`src/rtl/abp_pkg.sv`:
```
package abp_pkg;

  localparam int unsigned ChanWidth = 8;
  localparam int unsigned NumColor = 3;
  localparam int unsigned PixWidth = 32;
  localparam int unsigned ProdWidth = 2 * ChanWidth;
  localparam int unsigned DiffProdWidth = ProdWidth + 1;
  localparam int unsigned AlphaLsb = NumColor * ChanWidth;
  localparam logic [ChanWidth-1:0] ChanMax = 8'hFF;
  localparam logic [ChanWidth-1:0] ChanZero = 8'h00;

  typedef enum logic [1:0] {
    BLEND_SKIP,
    BLEND_COPY,
    BLEND_OPAQUE,
    BLEND_PARTIAL
  } blend_mode_t;

  typedef struct packed {
    blend_mode_t         mode;
    logic [PixWidth-1:0] src;
    logic [PixWidth-1:0] dst;
  } decode_t;

  typedef struct packed {
    blend_mode_t                             mode;
    logic [PixWidth-1:0]                     src;
    logic [PixWidth-1:0]                     dst;
    logic [NumColor-1:0][DiffProdWidth-1:0]  diff_prod;
    logic [NumColor-1:0][ProdWidth-1:0]      src_prod;
    logic [NumColor-1:0][ProdWidth-1:0]      dst_prod;
    logic [ProdWidth-1:0]                    alpha_prod;
  } product_t;

  typedef struct packed {
    logic                write_enable;
    logic [PixWidth-1:0] pixel;
  } result_t;

endpackage

```
`src/rtl/abp_decode.sv`:
```
module abp_decode import abp_pkg::*; (
  input  logic                clk,
  input  logic                rst,
  input  logic                in_valid,
  output logic                in_ready,
  input  logic [PixWidth-1:0] src,
  input  logic [PixWidth-1:0] dst,
  output logic                out_valid,
  input  logic                out_ready,
  output decode_t             out_data
);

  logic        valid;
  decode_t     data;
  blend_mode_t mode_next;
  logic [ChanWidth-1:0] sa;
  logic [ChanWidth-1:0] da;

  assign sa = src[AlphaLsb +: ChanWidth];
  assign da = dst[AlphaLsb +: ChanWidth];

  always_comb begin
    if (sa == ChanZero) begin
      mode_next = BLEND_SKIP;
    end else if (sa == ChanMax || da == ChanZero) begin
      mode_next = BLEND_COPY;
    end else if (da == ChanMax) begin
      mode_next = BLEND_OPAQUE;
    end else begin
      mode_next = BLEND_PARTIAL;
    end
  end

  assign in_ready = !valid || out_ready;

  always_ff @(posedge clk) begin
    if (rst) begin
      valid <= 1'b0;
    end else if (in_ready) begin
      valid <= in_valid;
    end
  end

  always_ff @(posedge clk) begin
    if (in_ready && in_valid) begin
      data.mode <= mode_next;
      data.src  <= src;
      data.dst  <= dst;
    end
  end

  assign out_valid = valid;
  assign out_data  = data;

endmodule

```
`src/rtl/abp_multiply.sv`:
```
module abp_multiply import abp_pkg::*; (
  input  logic     clk,
  input  logic     rst,
  input  logic     in_valid,
  output logic     in_ready,
  input  decode_t  in_data,
  output logic     out_valid,
  input  logic     out_ready,
  output product_t out_data
);

  logic     valid;
  product_t data;
  product_t data_next;

  always_comb begin
    logic [ChanWidth-1:0] sa;
    logic [ChanWidth-1:0] da;
    logic [ChanWidth-1:0] s;
    logic [ChanWidth-1:0] d;
    logic signed [DiffProdWidth-1:0] diff;
    sa = in_data.src[AlphaLsb +: ChanWidth];
    da = in_data.dst[AlphaLsb +: ChanWidth];
    data_next.mode = in_data.mode;
    data_next.src  = in_data.src;
    data_next.dst  = in_data.dst;
    for (int i = 0; i < NumColor; i++) begin
      s = in_data.src[i*ChanWidth +: ChanWidth];
      d = in_data.dst[i*ChanWidth +: ChanWidth];
      diff = $signed({1'b0, s}) - $signed({1'b0, d});
      data_next.diff_prod[i] = diff * $signed({1'b0, sa});
      data_next.src_prod[i]  = s * sa;
      data_next.dst_prod[i]  = d * (ChanMax - sa);
    end
    data_next.alpha_prod = (ChanMax - da) * sa;
  end

  assign in_ready = !valid || out_ready;

  always_ff @(posedge clk) begin
    if (rst) begin
      valid <= 1'b0;
    end else if (in_ready) begin
      valid <= in_valid;
    end
  end

  always_ff @(posedge clk) begin
    if (in_ready && in_valid) begin
      data <= data_next;
    end
  end

  assign out_valid = valid;
  assign out_data  = data;

endmodule

```
`src/rtl/abp_mix.sv`:
```
module abp_mix import abp_pkg::*; (
  input  logic     clk,
  input  logic     rst,
  input  logic     in_valid,
  output logic     in_ready,
  input  product_t in_data,
  output logic     out_valid,
  input  logic     out_ready,
  output result_t  out_data
);

  logic    valid;
  result_t data;
  result_t data_next;
  logic [NumColor-1:0][ChanWidth-1:0] opaque_chan;
  logic [NumColor-1:0][ChanWidth-1:0] partial_chan;
  logic [ChanWidth-1:0] partial_alpha;

  // The floor shift of (s - d) * a keeps only bits 15..8, which the two's
  // complement product already holds, so no offset is needed.
  always_comb begin
    logic [ProdWidth:0] t;
    logic [ProdWidth:0] r;
    for (int i = 0; i < NumColor; i++) begin
      opaque_chan[i] = in_data.diff_prod[i][ChanWidth +: ChanWidth]
                       + in_data.dst[i*ChanWidth +: ChanWidth];
      t = (ProdWidth+1)'(1) + {1'b0, in_data.src_prod[i]} + {1'b0, in_data.dst_prod[i]};
      r = t + (t >> ChanWidth);
      partial_chan[i] = r[ChanWidth +: ChanWidth];
    end
    partial_alpha = in_data.dst[AlphaLsb +: ChanWidth]
                    + in_data.alpha_prod[ChanWidth +: ChanWidth];
  end

  always_comb begin
    data_next.write_enable = 1'b1;
    unique case (in_data.mode)
      BLEND_SKIP: begin
        data_next.write_enable = 1'b0;
        data_next.pixel = in_data.dst;
      end
      BLEND_COPY: begin
        data_next.pixel = in_data.src;
      end
      BLEND_OPAQUE: begin
        data_next.pixel = {ChanMax, opaque_chan};
      end
      BLEND_PARTIAL: begin
        data_next.pixel = {partial_alpha, partial_chan};
      end
      default: begin
        data_next.pixel = in_data.dst;
      end
    endcase
  end

  assign in_ready = !valid || out_ready;

  always_ff @(posedge clk) begin
    if (rst) begin
      valid <= 1'b0;
    end else if (in_ready) begin
      valid <= in_valid;
    end
  end

  always_ff @(posedge clk) begin
    if (in_ready && in_valid) begin
      data <= data_next;
    end
  end

  assign out_valid = valid;
  assign out_data  = data;

endmodule

```
`src/rtl/argb_alpha_blend_pixel.sv`:
```
// Channel   Direction  Handshake            Payload
// input     in         in_valid, in_stall   source_pixel, dest_pixel
// output    out        out_valid, out_stall write_enable, blended_pixel
//
// One pixel is accepted per clock while the output is not stalled.
// The three stages are decode, channel multiplies, and final add and select.
// Reset clears the valid bit of every stage; payload registers are not reset.
// A stall on the output holds each stage that is full, and a stage that is
// empty keeps accepting, so no beat is lost or repeated.
module argb_alpha_blend_pixel import abp_pkg::*; (
  input  logic                clk,
  input  logic                rst,
  input  logic                in_valid,
  output logic                in_stall,
  input  logic [PixWidth-1:0] source_pixel,
  input  logic [PixWidth-1:0] dest_pixel,
  output logic                out_valid,
  input  logic                out_stall,
  output logic                write_enable,
  output logic [PixWidth-1:0] blended_pixel
);

  logic     dec_ready;
  logic     dec_valid;
  decode_t  dec_data;
  logic     mul_ready;
  logic     mul_valid;
  product_t mul_data;
  logic     mix_ready;
  result_t  mix_data;

  abp_decode u_decode (
    .clk       (clk),
    .rst       (rst),
    .in_valid  (in_valid),
    .in_ready  (dec_ready),
    .src       (source_pixel),
    .dst       (dest_pixel),
    .out_valid (dec_valid),
    .out_ready (mul_ready),
    .out_data  (dec_data)
  );

  abp_multiply u_multiply (
    .clk       (clk),
    .rst       (rst),
    .in_valid  (dec_valid),
    .in_ready  (mul_ready),
    .in_data   (dec_data),
    .out_valid (mul_valid),
    .out_ready (mix_ready),
    .out_data  (mul_data)
  );

  abp_mix u_mix (
    .clk       (clk),
    .rst       (rst),
    .in_valid  (mul_valid),
    .in_ready  (mix_ready),
    .in_data   (mul_data),
    .out_valid (out_valid),
    .out_ready (!out_stall),
    .out_data  (mix_data)
  );

  assign in_stall      = !dec_ready;
  assign write_enable  = mix_data.write_enable;
  assign blended_pixel = mix_data.pixel;

endmodule
```
`config.mk`:
```
export PLATFORM = sky130hd
export DESIGN_NAME = argb_alpha_blend_pixel
export DESIGN_NICKNAME = d
export VERILOG_FILES = /design/src/rtl/abp_pkg.sv /design/src/rtl/abp_decode.sv /design/src/rtl/abp_multiply.sv /design/src/rtl/abp_mix.sv /design/src/rtl/argb_alpha_blend_pixel.sv
export SDC_FILE = /design/constraint.sdc
export NUM_CORES = 2
export LEC_CHECK = 0
export BUFFER_PORTS_ARGS = -buffer_cell sky130_fd_sc_hd__buf_4
export CAP_MARGIN = 10
export CORE_MARGIN = 4
export CORE_UTILIZATION = 40
export CTS_BUF_LIST = sky130_fd_sc_hd__clkbuf_4 sky130_fd_sc_hd__clkbuf_8
export CTS_CLUSTER_DIAMETER = 150
export CTS_CLUSTER_SIZE = 10
export DETAILED_ROUTE_END_ITERATION = 8
export PLACE_DENSITY = 0.6
export SETUP_SLACK_MARGIN = 0.5
export SLEW_MARGIN = 20
export SYNTH_ARGS = -nofsm -noshare
export SYNTH_HDL_FRONTEND = slang
export SYNTH_SLANG_ARGS = --single-unit
```
`constraint.sdc`:
```
create_clock -name clk -period 14.65 [get_ports clk]
set_input_delay 2.93 -clock clk [delete_from_list [all_inputs] [get_ports clk]]
set_output_delay 2.93 -clock clk [all_outputs]
set_load 0.1 [all_outputs]
```
==> results.toml <==
[pwr]
p_leak_nw = 17.9
power.density_mw_per_mm2 = 237
ir_drop_mv = 0.210

[global_routing]
grt_pass1_wl_um = 135000
grt_start_max_net_pins = 69
grt.met1_usage = 0.252
antenna_found_initial = 1
grt-busiest-layer = "met2"
grt_overflow_total = 0
grt.total_usage = 0.180
grt_pass1_vias = 24400
met3_usage = 0.0233
grt_use_met2 = 0.299

[logic_synthesis]
synth_seq_area_share = 0.248
async_flop_share = 0
synth_top_area_cell = "edfxtp_1"
syn_area_mm2 = 0.0357
synthCells = 3502
synth.avg_cell_area_um2 = 10.2
synth.most_common_cell = "inv_1"
synth_edf_count = 293
netlist.area_leader.share = 0.246
synth_flop_cell = "edfxtp_1"
yosysWarnings = 0
ys_types = 81
synth_area_leaders = "edfxtp_1 (25%), fa_1 (24%), ha_1 (16%)"
syn_nets = 4447
yosys-top-cells-count = "inv_1 (628), ha_1 (454), fa_1 (423), edfxtp_1 (293), nand2_1 (239)"
ys_ff_latch = 296

[clocking]
insertion_delay_ps = 620
clk_pin_slew_ps = 90
cts_root_buf = "clkbuf_8"
hold_buffers = 0
cts_sinks = 296
post_cts_buffers = 0
cts_buffers = 35
cts_tree = "done"
cts_max_level = 2
cts.repair.resized = 0
clk_path_buf_depth = 3

[timing]
skew_ps = 61.6
drv_slew = 0
tightest_slew_ps = 978
min_period_over_period = 0.470
max_freq_mhz = 145
final.setup.worst_slack_ps = 7770
hold_viol_final = 0
period_minus_slack_ps = 6880
finalSetupViolCount = 0
slew_headroom = 0.348
grt_setup_unrepaired = "false"
fin_tns_setup_ps = 0

[critical_path]
cp.buffers_inverters = 3
cp_max_fo = 10
r2r_setup_slack_ps = 7770
rr_worst_depth = 24
crit_path_end_kind = "register"
crit_path_start = "u_decode.out_data[0]"
reg2reg_from = "u_decode.out_data[0]"
r2r_end = "u_multiply.out_data[127]"
crit_path_end = "u_multiply.out_data[127]"
critPathMaxStageDelay_ps = 540
cp_top_family = "adder cells"
crit_top_cell = "fa_1"
cp.required_ps = 15000
crit_arrival_ps = 7230
crit_chain = "ha_1, fa_1, nor2b_1, o21ai_0, a21boi_0, o21a_1, nor2_1, xnor2_1, nand2_1, fa_1, inv_1, fa_1, inv_1, fa_1, inv_1, fa_1, ha_1, a21oi_1, nor2b_1, o31a_1, or4_1, a31o_2, a21oi_1, xnor2_1"
critPathKind = "register to register"
setup.worst_path.start_class = "register"
cp_slowest_cell = "edfxtp_1"
worst-path-stages = 24

[finish]
regArea_mm2 = 0.00886
postLayoutCellArea_mm2 = 0.0385
area_delta_synth_final_pct = 7.72
nets = 4529
multiInputGateArea_mm2 = 0.0242
n_fill_cell = 8468
final_layout_size_suffix_gt1_frac = 0.0681

[floorplanning]
die_width_um = 307
start_util = 0.404
placeableCoreArea_mm2 = 0.0885
rows = 109
io_pins = 103
die_area_mm2 = 0.0942
fp.dieH_um = 307

[routing]
drt_iter0_markers = 1259
vias = 23700
wl_per_cell_um = 17.3
drt-pass1-iter-count = 5
postRouteAntennaNets = 0
routed_wl_um = 82200
vias_per_cell = 4.98
drc_errors = 0

[place]
port_buffers = 102
place_ws_ps = 7800
gp_congestion = 0.804
placed_area_mm2 = 0.0379
dp_hpwl_um = 62000

[flow_run]
maxCapViolations = 0

[min_path]
min_path_type = "register to register"

[outcome]
status = "complete, no violations"
layout make-up:
class | count | share of cell area
diodes | 1 | 0.0000650
clock buffers | 47 | 0.0149
clock inverters | 2 | 0.000975
inverters | 629 | 0.0613
multi-input cells | 2490 | 0.629
flip-flops and latches | 296 | 0.230
well taps | 1165 | 0.0379
repair buffers | 132 | 0.0257
worst min path at each step:
stage	start	to	slack, ps	cells past startpoint
after CTS	u_decode.out_data[64]	u_multiply.out_data[227]	440	0
after detailed placement	u_decode.out_data[64]	u_multiply.out_data[227]	400	0
after global placement	u_decode.out_data[65]	u_multiply.out_data[228]	400	0
after floorplan	u_decode.out_data[64]	u_multiply.out_data[227]	400	0
after global routing	u_decode.out_data[65]	u_multiply.out_data[228]	440	0
final	u_decode.out_data[64]	u_multiply.out_data[227]	440	0
sequential cells by signal, indices dropped and copies added, names as in the netlist:
| signal | flops |
|---|---|
| u_mix.out_data | 33 |
| u_decode.out_valid | 1 |
| u_multiply.out_valid | 1 |
| u_decode.out_data | 66 |
| u_mix.out_valid | 1 |
| u_multiply.out_data | 194 |
metrics by stage:
stage / hold WS, ps / instances / util / total power, mW
2_1_floorplan: 400 / 3502 / - / 7.01
3_3_place_gp: 402 / 4712 / 0.428 / 8.46
3_5_place_dp: 405 / 4712 / 0.428 / 8.55
4_1_cts: 444 / 4761 / 0.435 / 9.21
5_1_grt: 444 / 4762 / 0.435 / 10.3
6_report: 437 / 4762 / 0.435 / 9.10
layout by cell type, fill, tap and decap left out, types with 6 or more instances in the layout:
cell type    n
nand2b_1   147
mux4_2      18
a21o_1      42
nor2b_1    118
nand3_1      9
and2_1     178
a21oi_1    106
o31a_1       8
ha_1       454
xor2_1      49
xnor2_1    148
clkbuf_4    12
nor2_1     228
o41ai_1      8
o21bai_1    19
o21a_1      39
clkbuf_8    35
o21ai_0     69
a211oi_1    11
buf_4      132
and3_1       8
nand4_1     11
nand2_1    239
fa_1       423
nor3_1      38
o41a_1       6
edfxtp_1   293
a21boi_0     9
a21oi_2      6
inv_1      628
report_power, final:
part / leakage, nW / total (mW) / internal, mW / switching (mW)
combinational: 14.8 / 6.97 / 3.12 / 3.85
sequential: 2.79 / 1.54 / 1.43 / 0.107
clock: 0.321 / 0.593 / 0.267 / 0.326
total: 17.9 / 9.10 / 4.82 / 4.29
cells by family after synthesis:
family                     after synthesis  synth area share
buffers and inverters                  716            0.0753
AOI/OAI and AO/OA                      380            0.0732
xor gates and xnor gates               200            0.0500
adders and majority gates              877             0.396
and+or+nand+nor                       1008             0.144
DFF                                    296             0.248
muxes                                   25            0.0134
layer usage:
metal,share of wire,vias to the layer above
li1,-,11500
met1,0.46,11800
met2,0.47,394
met3,0.040,98
met4,0.025,0
met5,0,-
Note: power is estimated with default switching activity, not from simulation.
